===== config.mk =====
export PLATFORM = sky130hd
export DESIGN_NAME = demand_paging_fifo_lru_mmu
export DESIGN_NICKNAME = d
export VERILOG_FILES = /design/src/rtl/dpfl_pkg.sv /design/src/rtl/dpfl_ram.sv /design/src/rtl/demand_paging_fifo_lru_mmu.sv
export VERILOG_INCLUDE_DIRS = /design/src /design/src/rtl
export SDC_FILE = /design/constraint.sdc
export NUM_CORES = 2
export LEC_CHECK = 0
export ABC_CLOCK_PERIOD_IN_PS = 12100
export BUFFER_PORTS_ARGS = -buffer_cell sky130_fd_sc_hd__buf_2
export CORE_UTILIZATION = 38
export CTS_CLUSTER_DIAMETER = 80
export DETAILED_ROUTE_END_ITERATION = 10
export GPL_ROUTABILITY_DRIVEN = 0
export PLACE_DENSITY_LB_ADDON = 0.3
export SLEW_MARGIN = 0
export SYNTH_ARGS = -nofsm -noshare
export SYNTH_HDL_FRONTEND = slang
export SYNTH_SLANG_ARGS = --single-unit

===== constraint.sdc =====
create_clock -name clock -period 12.1 [get_ports clock]
set_clock_uncertainty 0.05 [all_clocks]
set_input_delay 0.605 -clock clock [delete_from_list [all_inputs] [get_ports clock]]
set_output_delay 0.605 -clock clock [all_outputs]
set_load 0.02 [all_outputs]

===== src/rtl/demand_paging_fifo_lru_mmu_defines.svh =====
// Assertion macros for the demand paging MMU.
// Depends on nothing; included by the top level, which supplies clock and reset.
`ifndef DEMAND_PAGING_FIFO_LRU_MMU_DEFINES_SVH
`define DEMAND_PAGING_FIFO_LRU_MMU_DEFINES_SVH
`ifndef NO_ASSERTIONS
`define DPFL_ASSERT_NOW(lbl, ant, cons) \
   lbl: assert property (@(posedge clock) disable iff (reset) (ant) |-> (cons)) \
      else $error("dpfl: same-cycle check failed");
`define DPFL_ASSERT_NEXT(lbl, ant, cons) \
   lbl: assert property (@(posedge clock) disable iff (reset) (ant) |=> (cons)) \
      else $error("dpfl: next-cycle check failed");
`else
`define DPFL_ASSERT_NOW(lbl, ant, cons)
`define DPFL_ASSERT_NEXT(lbl, ant, cons)
`endif
`endif


===== src/rtl/dpfl_pkg.sv =====
// Shared types and sizing constants for the demand paging MMU.
// Depends on nothing; used by the top level of the block.
package dpfl_pkg;
   localparam int VIRTUAL_PAGES = 8;
   localparam int FRAMES        = 4;
   localparam int PAGE_WORDS    = 8;
   localparam int DATA_BITS     = 32;
   localparam int CLOCK_BITS    = 16;

   typedef struct packed {
      logic [0:0]         opcode;
      logic [5:0]         virtual_address;
      logic signed [31:0] write_data;
   } req_type;

   typedef struct packed {
      logic signed [31:0] read_data;
      logic               page_fault;
      logic               evicted;
      logic [1:0]         frame_used;
   } rsp_type;

   localparam logic OP_READ  = 1'b0;
   localparam logic OP_WRITE = 1'b1;
endpackage


===== src/rtl/dpfl_ram.sv =====
// Simple dual-port synchronous RAM: one write and one registered read per cycle.
// Depends on nothing; instantiated by the top level for frame and backing storage.
module dpfl_ram #(
   parameter int DEPTH = 32,
   parameter int WIDTH = 32
) (
   input  logic                     clock,
   input  logic                     we,
   input  logic [$clog2(DEPTH)-1:0] waddr,
   input  logic [WIDTH-1:0]         wdata,
   input  logic [$clog2(DEPTH)-1:0] raddr,
   output logic [WIDTH-1:0]         rdata
);
   logic [WIDTH-1:0] mem [DEPTH];
   logic [WIDTH-1:0] rdata_ff;

   always_ff @(posedge clock) begin
      if (we) begin
         mem[waddr] <= wdata;
      end
      rdata_ff <= mem[raddr];
   end

   assign rdata = rdata_ff;
endmodule


===== src/rtl/demand_paging_fifo_lru_mmu.sv =====
// Top level of the demand paging MMU: page table, frame tables and sequencer.
// Depends on dpfl_pkg, dpfl_ram and demand_paging_fifo_lru_mmu_defines.svh.
//
// Usage: a word is accepted on req_word when start is high and busy is low.
// It carries a read or write of one data word at a 6-bit virtual address.
// Exactly one result word follows on rsp_word, marked by rsp_valid for one
// cycle; the receiver must take it then, since it cannot stall the block.
// The one configuration register, the replacement policy (0 FIFO, 1 LRU), is
// written with csr_we and csr_wdata; the user must write it only while the
// block is idle, since the block itself does not enforce this.
// From acceptance to the strobe, a hit goes through the access and done states.
// A fault into a free frame first loads the page from backing memory. A fault
// with all frames full first scans the frames for a victim and writes the
// victim page back before the load. The page copies go one word per cycle
// through the single read port of each memory.
// Reset clears the page table valid and dirty bits, the frame in-use bits, the access clock and policy.
// Backing pages that were never written back read as all ones through one
// valid bit per page; frame memory is always loaded before it is read.
module demand_paging_fifo_lru_mmu (
   input  logic              clock,
   input  logic              reset,
   input  logic              start,
   output logic              busy,
   input  dpfl_pkg::req_type req_word,
   input  logic              csr_we,
   input  logic              csr_wdata,
   output logic              rsp_valid,
   output dpfl_pkg::rsp_type rsp_word
);
   import dpfl_pkg::*;

   localparam int WORD_BITS  = $clog2(PAGE_WORDS);
   localparam int PAGE_BITS  = $clog2(VIRTUAL_PAGES);
   localparam int FRAME_BITS = $clog2(FRAMES);
   localparam int CNT_BITS   = $clog2(PAGE_WORDS + 1);
   localparam int FA_BITS    = $clog2(FRAMES * PAGE_WORDS);
   localparam int BA_BITS    = $clog2(VIRTUAL_PAGES * PAGE_WORDS);

   typedef enum logic [2:0] {
      ST_IDLE, ST_SCAN, ST_WB, ST_LOAD, ST_ACCESS, ST_DONE
   } state_type;

   state_type               state_ff;
   req_type                 req_ff;
   logic [PAGE_BITS-1:0]    page_ff;
   logic [WORD_BITS-1:0]    word_ff;
   logic [FRAME_BITS-1:0]   frame_ff;
   logic [PAGE_BITS-1:0]    owner_ff;
   logic                    fault_ff;
   logic                    evict_ff;
   logic [CNT_BITS-1:0]     cnt_ff;
   logic [FRAME_BITS-1:0]   scan_ff;
   logic [FRAME_BITS-1:0]   best_ff;
   logic [CLOCK_BITS-1:0]   best_time_ff;
   logic                    policy_ff;
   logic [CLOCK_BITS-1:0]   clock_ff;
   logic                    rsp_valid_ff;
   rsp_type                 rsp_ff;

   // Page table and frame bookkeeping.
   logic                    entry_valid_ff [VIRTUAL_PAGES];
   logic                    entry_dirty_ff [VIRTUAL_PAGES];
   logic [FRAME_BITS-1:0]   entry_frame_ff [VIRTUAL_PAGES];
   logic                    bk_row_valid_ff [VIRTUAL_PAGES];
   logic                    in_use_ff [FRAMES];
   logic [PAGE_BITS-1:0]    owner_page_ff [FRAMES];
   logic [CLOCK_BITS-1:0]   load_time_ff [FRAMES];
   logic [CLOCK_BITS-1:0]   use_time_ff [FRAMES];

   // Memory ports.
   logic                    f_we, b_we;
   logic [FA_BITS-1:0]      f_waddr, f_raddr;
   logic [BA_BITS-1:0]      b_waddr, b_raddr;
   logic [DATA_BITS-1:0]    f_wdata, f_rdata, b_wdata, b_rdata;

   logic [PAGE_BITS-1:0]    in_page;
   logic [WORD_BITS-1:0]    in_word;
   logic                    any_free;
   logic [FRAME_BITS-1:0]   free_frame;
   logic [CLOCK_BITS-1:0]   scan_time;
   logic [FRAME_BITS-1:0]   best_in;
   logic [CLOCK_BITS-1:0]   best_time_in;
   logic [WORD_BITS-1:0]    rd_idx, wr_idx;
   logic                    copy_last;

   assign in_word = req_word.virtual_address[WORD_BITS-1:0];
   assign in_page = PAGE_BITS'(req_word.virtual_address >> WORD_BITS);

   // Lowest-numbered free frame.
   always_comb begin
      any_free   = 1'b0;
      free_frame = '0;
      for (int f = FRAMES - 1; f >= 0; f--) begin
         if (!in_use_ff[f]) begin
            any_free   = 1'b1;
            free_frame = FRAME_BITS'(f);
         end
      end
   end

   // One frame per cycle is compared against the best so far; strict less-than
   // keeps ties on the lower frame.
   assign scan_time = policy_ff ? use_time_ff[scan_ff] : load_time_ff[scan_ff];
   always_comb begin
      best_in      = best_ff;
      best_time_in = best_time_ff;
      if (scan_time < best_time_ff) begin
         best_in      = scan_ff;
         best_time_in = scan_time;
      end
   end

   // During a page copy, reads are issued at the count and the word read in the
   // previous cycle is written one index behind.
   assign rd_idx    = cnt_ff[WORD_BITS-1:0];
   assign wr_idx    = WORD_BITS'(cnt_ff - 1'b1);
   assign copy_last = (cnt_ff == CNT_BITS'(PAGE_WORDS));

   always_comb begin
      f_raddr = {frame_ff, rd_idx};
      if (state_ff == ST_ACCESS) begin
         f_raddr = {frame_ff, word_ff};
      end
      f_we    = 1'b0;
      f_waddr = {frame_ff, wr_idx};
      f_wdata = bk_row_valid_ff[page_ff] ? b_rdata : '1;
      if (state_ff == ST_LOAD && cnt_ff != '0) begin
         f_we = 1'b1;
      end else if (state_ff == ST_ACCESS && req_ff.opcode == OP_WRITE) begin
         f_we    = 1'b1;
         f_waddr = {frame_ff, word_ff};
         f_wdata = DATA_BITS'(req_ff.write_data);
      end
      b_raddr = {page_ff, rd_idx};
      b_we    = (state_ff == ST_WB) && (cnt_ff != '0);
      b_waddr = {owner_ff, wr_idx};
      b_wdata = f_rdata;
   end

   dpfl_ram #(.DEPTH(FRAMES * PAGE_WORDS), .WIDTH(DATA_BITS)) u_frame_ram (
      .clock (clock),
      .we    (f_we),
      .waddr (f_waddr),
      .wdata (f_wdata),
      .raddr (f_raddr),
      .rdata (f_rdata)
   );

   dpfl_ram #(.DEPTH(VIRTUAL_PAGES * PAGE_WORDS), .WIDTH(DATA_BITS)) u_backing_ram (
      .clock (clock),
      .we    (b_we),
      .waddr (b_waddr),
      .wdata (b_wdata),
      .raddr (b_raddr),
      .rdata (b_rdata)
   );

   always_ff @(posedge clock) begin
      rsp_valid_ff <= 1'b0;
      case (state_ff)
         ST_IDLE: begin
            if (start) begin
               req_ff   <= req_word;
               page_ff  <= in_page;
               word_ff  <= in_word;
               evict_ff <= 1'b0;
               cnt_ff   <= '0;
               if (entry_valid_ff[in_page]) begin
                  frame_ff <= entry_frame_ff[in_page];
                  fault_ff <= 1'b0;
                  state_ff <= ST_ACCESS;
               end else if (any_free) begin
                  frame_ff <= free_frame;
                  fault_ff <= 1'b1;
                  state_ff <= ST_LOAD;
               end else begin
                  fault_ff     <= 1'b1;
                  scan_ff      <= FRAME_BITS'(1);
                  best_ff      <= '0;
                  best_time_ff <= policy_ff ? use_time_ff[0] : load_time_ff[0];
                  state_ff     <= ST_SCAN;
               end
            end
         end
         ST_SCAN: begin
            best_ff      <= best_in;
            best_time_ff <= best_time_in;
            scan_ff      <= scan_ff + 1'b1;
            if (scan_ff == FRAME_BITS'(FRAMES - 1)) begin
               frame_ff <= best_in;
               owner_ff <= owner_page_ff[best_in];
               state_ff <= ST_WB;
            end
         end
         ST_WB: begin
            cnt_ff <= cnt_ff + 1'b1;
            if (copy_last) begin
               entry_valid_ff[owner_ff]  <= 1'b0;
               entry_dirty_ff[owner_ff]  <= 1'b0;
               bk_row_valid_ff[owner_ff] <= 1'b1;
               in_use_ff[frame_ff]       <= 1'b0;
               evict_ff                  <= 1'b1;
               cnt_ff                    <= '0;
               state_ff                  <= ST_LOAD;
            end
         end
         ST_LOAD: begin
            cnt_ff <= cnt_ff + 1'b1;
            if (copy_last) begin
               entry_valid_ff[page_ff] <= 1'b1;
               entry_frame_ff[page_ff] <= frame_ff;
               in_use_ff[frame_ff]     <= 1'b1;
               owner_page_ff[frame_ff] <= page_ff;
               load_time_ff[frame_ff]  <= clock_ff;
               state_ff                <= ST_ACCESS;
            end
         end
         ST_ACCESS: begin
            if (req_ff.opcode == OP_WRITE) begin
               entry_dirty_ff[page_ff] <= 1'b1;
            end
            use_time_ff[frame_ff] <= clock_ff;
            if (clock_ff != '1) begin
               clock_ff <= clock_ff + 1'b1;
            end
            state_ff <= ST_DONE;
         end
         ST_DONE: begin
            rsp_valid_ff         <= 1'b1;
            rsp_ff.read_data     <= (req_ff.opcode == OP_WRITE) ? '0 : 32'(signed'(f_rdata));
            rsp_ff.page_fault    <= fault_ff;
            rsp_ff.evicted       <= evict_ff;
            rsp_ff.frame_used    <= 2'(frame_ff);
            state_ff             <= ST_IDLE;
         end
         default: begin
            state_ff <= ST_IDLE;
         end
      endcase
      if (csr_we) begin
         policy_ff <= csr_wdata;
      end
      if (reset) begin
         state_ff     <= ST_IDLE;
         rsp_valid_ff <= 1'b0;
         policy_ff    <= 1'b0;
         clock_ff     <= '0;
         for (int p = 0; p < VIRTUAL_PAGES; p++) begin
            entry_valid_ff[p]  <= 1'b0;
            entry_dirty_ff[p]  <= 1'b0;
            bk_row_valid_ff[p] <= 1'b0;
         end
         for (int f = 0; f < FRAMES; f++) begin
            in_use_ff[f] <= 1'b0;
         end
      end
   end

   assign busy      = (state_ff != ST_IDLE);
   assign rsp_valid = rsp_valid_ff;
   assign rsp_word  = rsp_ff;

   // An accepted word always keeps the block busy in the following cycle.
   `include "demand_paging_fifo_lru_mmu_defines.svh"
   `DPFL_ASSERT_NEXT(a_accept_busy, start && !busy, busy)
   // A result is shown only once the sequencer is back in idle.
   `DPFL_ASSERT_NOW(a_rsp_idle, rsp_valid, !busy)
   // The strobe lasts one cycle, since no two results can be adjacent.
   `DPFL_ASSERT_NEXT(a_rsp_pulse, rsp_valid, !rsp_valid)
   // An eviction only happens as part of a page fault.
   `DPFL_ASSERT_NOW(a_evict_fault, rsp_valid && rsp_word.evicted, rsp_word.page_fault)
endmodule

==> out/results.ini <==
[routing]
first_pass_iters=6
drtAntennaViolNets=0
routedWlPerCell_um=31.59
vias=71150
wirelength_mm=382.5
viasPerCell=5.876
drc=0
dr.first_iter.drc_count=9277

[logic_synthesis]
avgSynthCellArea_um2=19.24
yosysUniqueCellTypes=61
synthFlopType=edfxtp_1
yosys.area.top_type_share_pct=74.82
yosys.area_share.xor_xnor_pct=0.1113
yosysSeqAreaShare_pct=76.47
synth.most_common_cell=edfxtp_1
synth_compound_area_share_pct=5.795
netlist_top_cells_count=3334 x edfxtp_1, 712 x mux4_2, 594 x nand2_1, 514 x a211oi_1, 313 x clkbuf_1
muxShareOfSynthArea_pct=12.33
synth_top_family_by_area=multiplexers
synth.cell_area_um2=133800
synth-simple-area-share_pct=2.868
synthAdderAreaFrac_pct=0.1777
async_reset_ff_share_pct=0
yosys.area.top_type=edfxtp_1
synth_edf_count=3334
yosys_warnings=0
synth_nets=7017
synth_area_leaders=edfxtp_1 75%, mux4_2 12%, a211oi_1 2.9%, a311oi_1 1.7%, nand2_1 1.7%
syn-instance-count=6954
yosys_register_bits=3444

[timing]
finalHoldViolations=0
finalSetupViolations=0
worst_pin_slew_ps=1384
drv_slew=0
period_minus_slack_ps=5808
worst_slack_ps=6292
fmax_ghz=0.1722
rsz0062_at_grt=false
tns_ps=0
slew-limit-headroom_pct=7.524
fin_crit_sh_pct=48.00

[clock_network]
cts_tree=built
cts_max_level=5
clockBufferDepth=4
root_buffer=clkbuf_16
path_clk_slew_ps=60
cts.sinks=3444
cts_buffers=359
clkLatencyLatePin_ps=960
cts_resized=0

[layout]
finalNonFillerCells=12110
areaGrowthSynthToFinish_pct=14.13
stdcell_area_um2=152700
register_area_um2=102400
drive_gt1_share_pct=22.70
nNetsFinal=7264
multi_input_area_um2=29310
fillCellCount=29700
fin_util_pct=43.63

[global_routing]
use_met3_pct=3.112
grt-ovfl-total=0
globalRouteMet2Util_pct=34.60
grt_pass1_wl_mm=537.8
grt_pass1_vias=69940
grt_start_max_net_pins=211
busiest_layer=met2
grt_usage_pct=21.18
grtUsageMet1_pct=29.86
antenna_found_initial=28

[placement]
preCtsSetupSlack_ps=6171
placed_area_um2=140700
port_buffers=81
dp_hpwl_mm=206.1
dp.cells=11400

[floorplanning]
fp.dieH_um=595.4
die-area_um2=354500
num_rows=217
ios=82
die_width_um=595.4
core-area_um2=350000
initial_core_util_pct=38.23

[setup_path]
crit_type=reg -> reg
cp.required_ps=12850
crit_path_start_kind=flip-flop
crit_fanout=45
cp.arrival_ps=6560
end_kind=flip-flop

[power_and_ir_drop]
p_leak_nw=47.21
peakVddDrop_v=0.0002058
p_per_area_nw_per_um2=232.9

[outcome]
status=completed

[hold_path]
hp-class=in -> reg

[job]
cap_violations=0

==> cell type report <==
type                       count  area share, %
inverter                     288         0.7079
multi-input combinational   2756          19.20
tap                         4599          3.768
clock buffer                 478          6.369
sequential                  3444          67.03
timing repair buffer         352          1.714
clock inverter               185          1.205
antenna                        7        0.01147
==> sequential cells by signal, indices dropped and copies added (netlist names), 2 cells and up, named ones only <==
name and count:
u_backing_ram.mem 2048, owner_page_ff 12, load_time_ff 64, frame_ff 2, word_ff 3, page_ff 3, req_ff 33, best_ff 2
entry_valid_ff 8, u_frame_ram.mem 1024, use_time_ff 64, u_backing_ram.rdata 32, scan_ff 2, owner_ff 3, cnt_ff 4, rsp_word 36
best_time_ff 16, bk_row_valid_ff 8, entry_frame_ff 16, u_frame_ram.rdata 32, state_ff 3, clock_ff 16, in_use_ff 4
==> placed cells by master, fill, tap and decap left out, drive strengths merged, types with 20 or more instances in the layout <==
| cell | count |
|---|---|
| o22a | 32 |
| a311oi | 256 |
| dfxtp | 110 |
| nor2 | 161 |
| mux2i | 23 |
| o21ai | 176 |
| a211oi | 514 |
| mux4 | 712 |
| a21oi | 34 |
| clkinv | 134 |
| buf | 311 |
| clkbuf | 478 |
| nor2b | 40 |
| nand3 | 20 |
| edfxtp | 3334 |
| inv | 299 |
| bufinv | 26 |
| dlygate4sd3 | 41 |
| nand4 | 37 |
| nand2 | 594 |
| mux2 | 20 |
==> critical path, stage by stage, from the launching register on <==
cell and delay [ps]:
edfxtp_1 330, buf_4 490, buf_4 650, buf_4 700, buf_4 810, buf_4 810, mux4_2 600, mux4_2 540
mux4_2 470
==> where the power goes <==
group          leakage [nW]  internal [mW]  switching, mW
Sequential             30.6           14.6          0.370
Combinational          11.0           3.37           6.39
Clock                  5.61           6.23           4.66
Total                  47.2           24.2           11.4
==> metal layers <==
metal	wire length, µm	vias to the layer above	part of all wire, %
met4	9950	4	2.6
li1	-	29040	-
met2	185600	3332	49
met1	156700	38210	41
met3	30230	561	7.9
met5	24	-	0.0063
==> worst paths after layout <==
kind | from | end | slack [ps] | cells after the start
hold / removal | reset | policy_ff$_SDFFE_PP0P_ | 200 | 2
setup / recovery | cnt_ff[0]$_DFFE_PP_ | u_backing_ram.rdata[29]$_DFF_P_ | 6290 | 8
hold reg to reg | evict_ff$_DFFE_PP_ | rsp_word[2]$_DFFE_PP_ | 380 | 0
setup reg to reg | cnt_ff[0]$_DFFE_PP_ | u_backing_ram.rdata[29]$_DFF_P_ | 6290 | 8
==> stage by stage <==
step                hold WS (ps)  total power, mW
global placement           360.0            24.79
CTS                        138.1            35.78
finish                     196.3            35.57
floorplan                  350.3            21.07
detailed placement         362.7            24.95
global route               213.6            36.73
==> repair_timing <==
action / in CTS / in global routing
hold buffers: 41 / 0
buffers inserted: 0 / 0
hold endpoints to repair: 41 / 0
==> logic make-up (layout without fill, tap and decap cells) <==
logic type	count (synthesis)	count (layout)
flip-flops	3444	3444
AO/OA/AOI/OAI	1049	1049
AND/OR/NAND/NOR	916	916
multiplexers	755	755
buffers and inverters	754	1303
adder cells (fa/ha/maj)	19	19
XOR/XNOR	17	17
other	0	7
No activity file was read; power rests on OpenSTA's default activity.
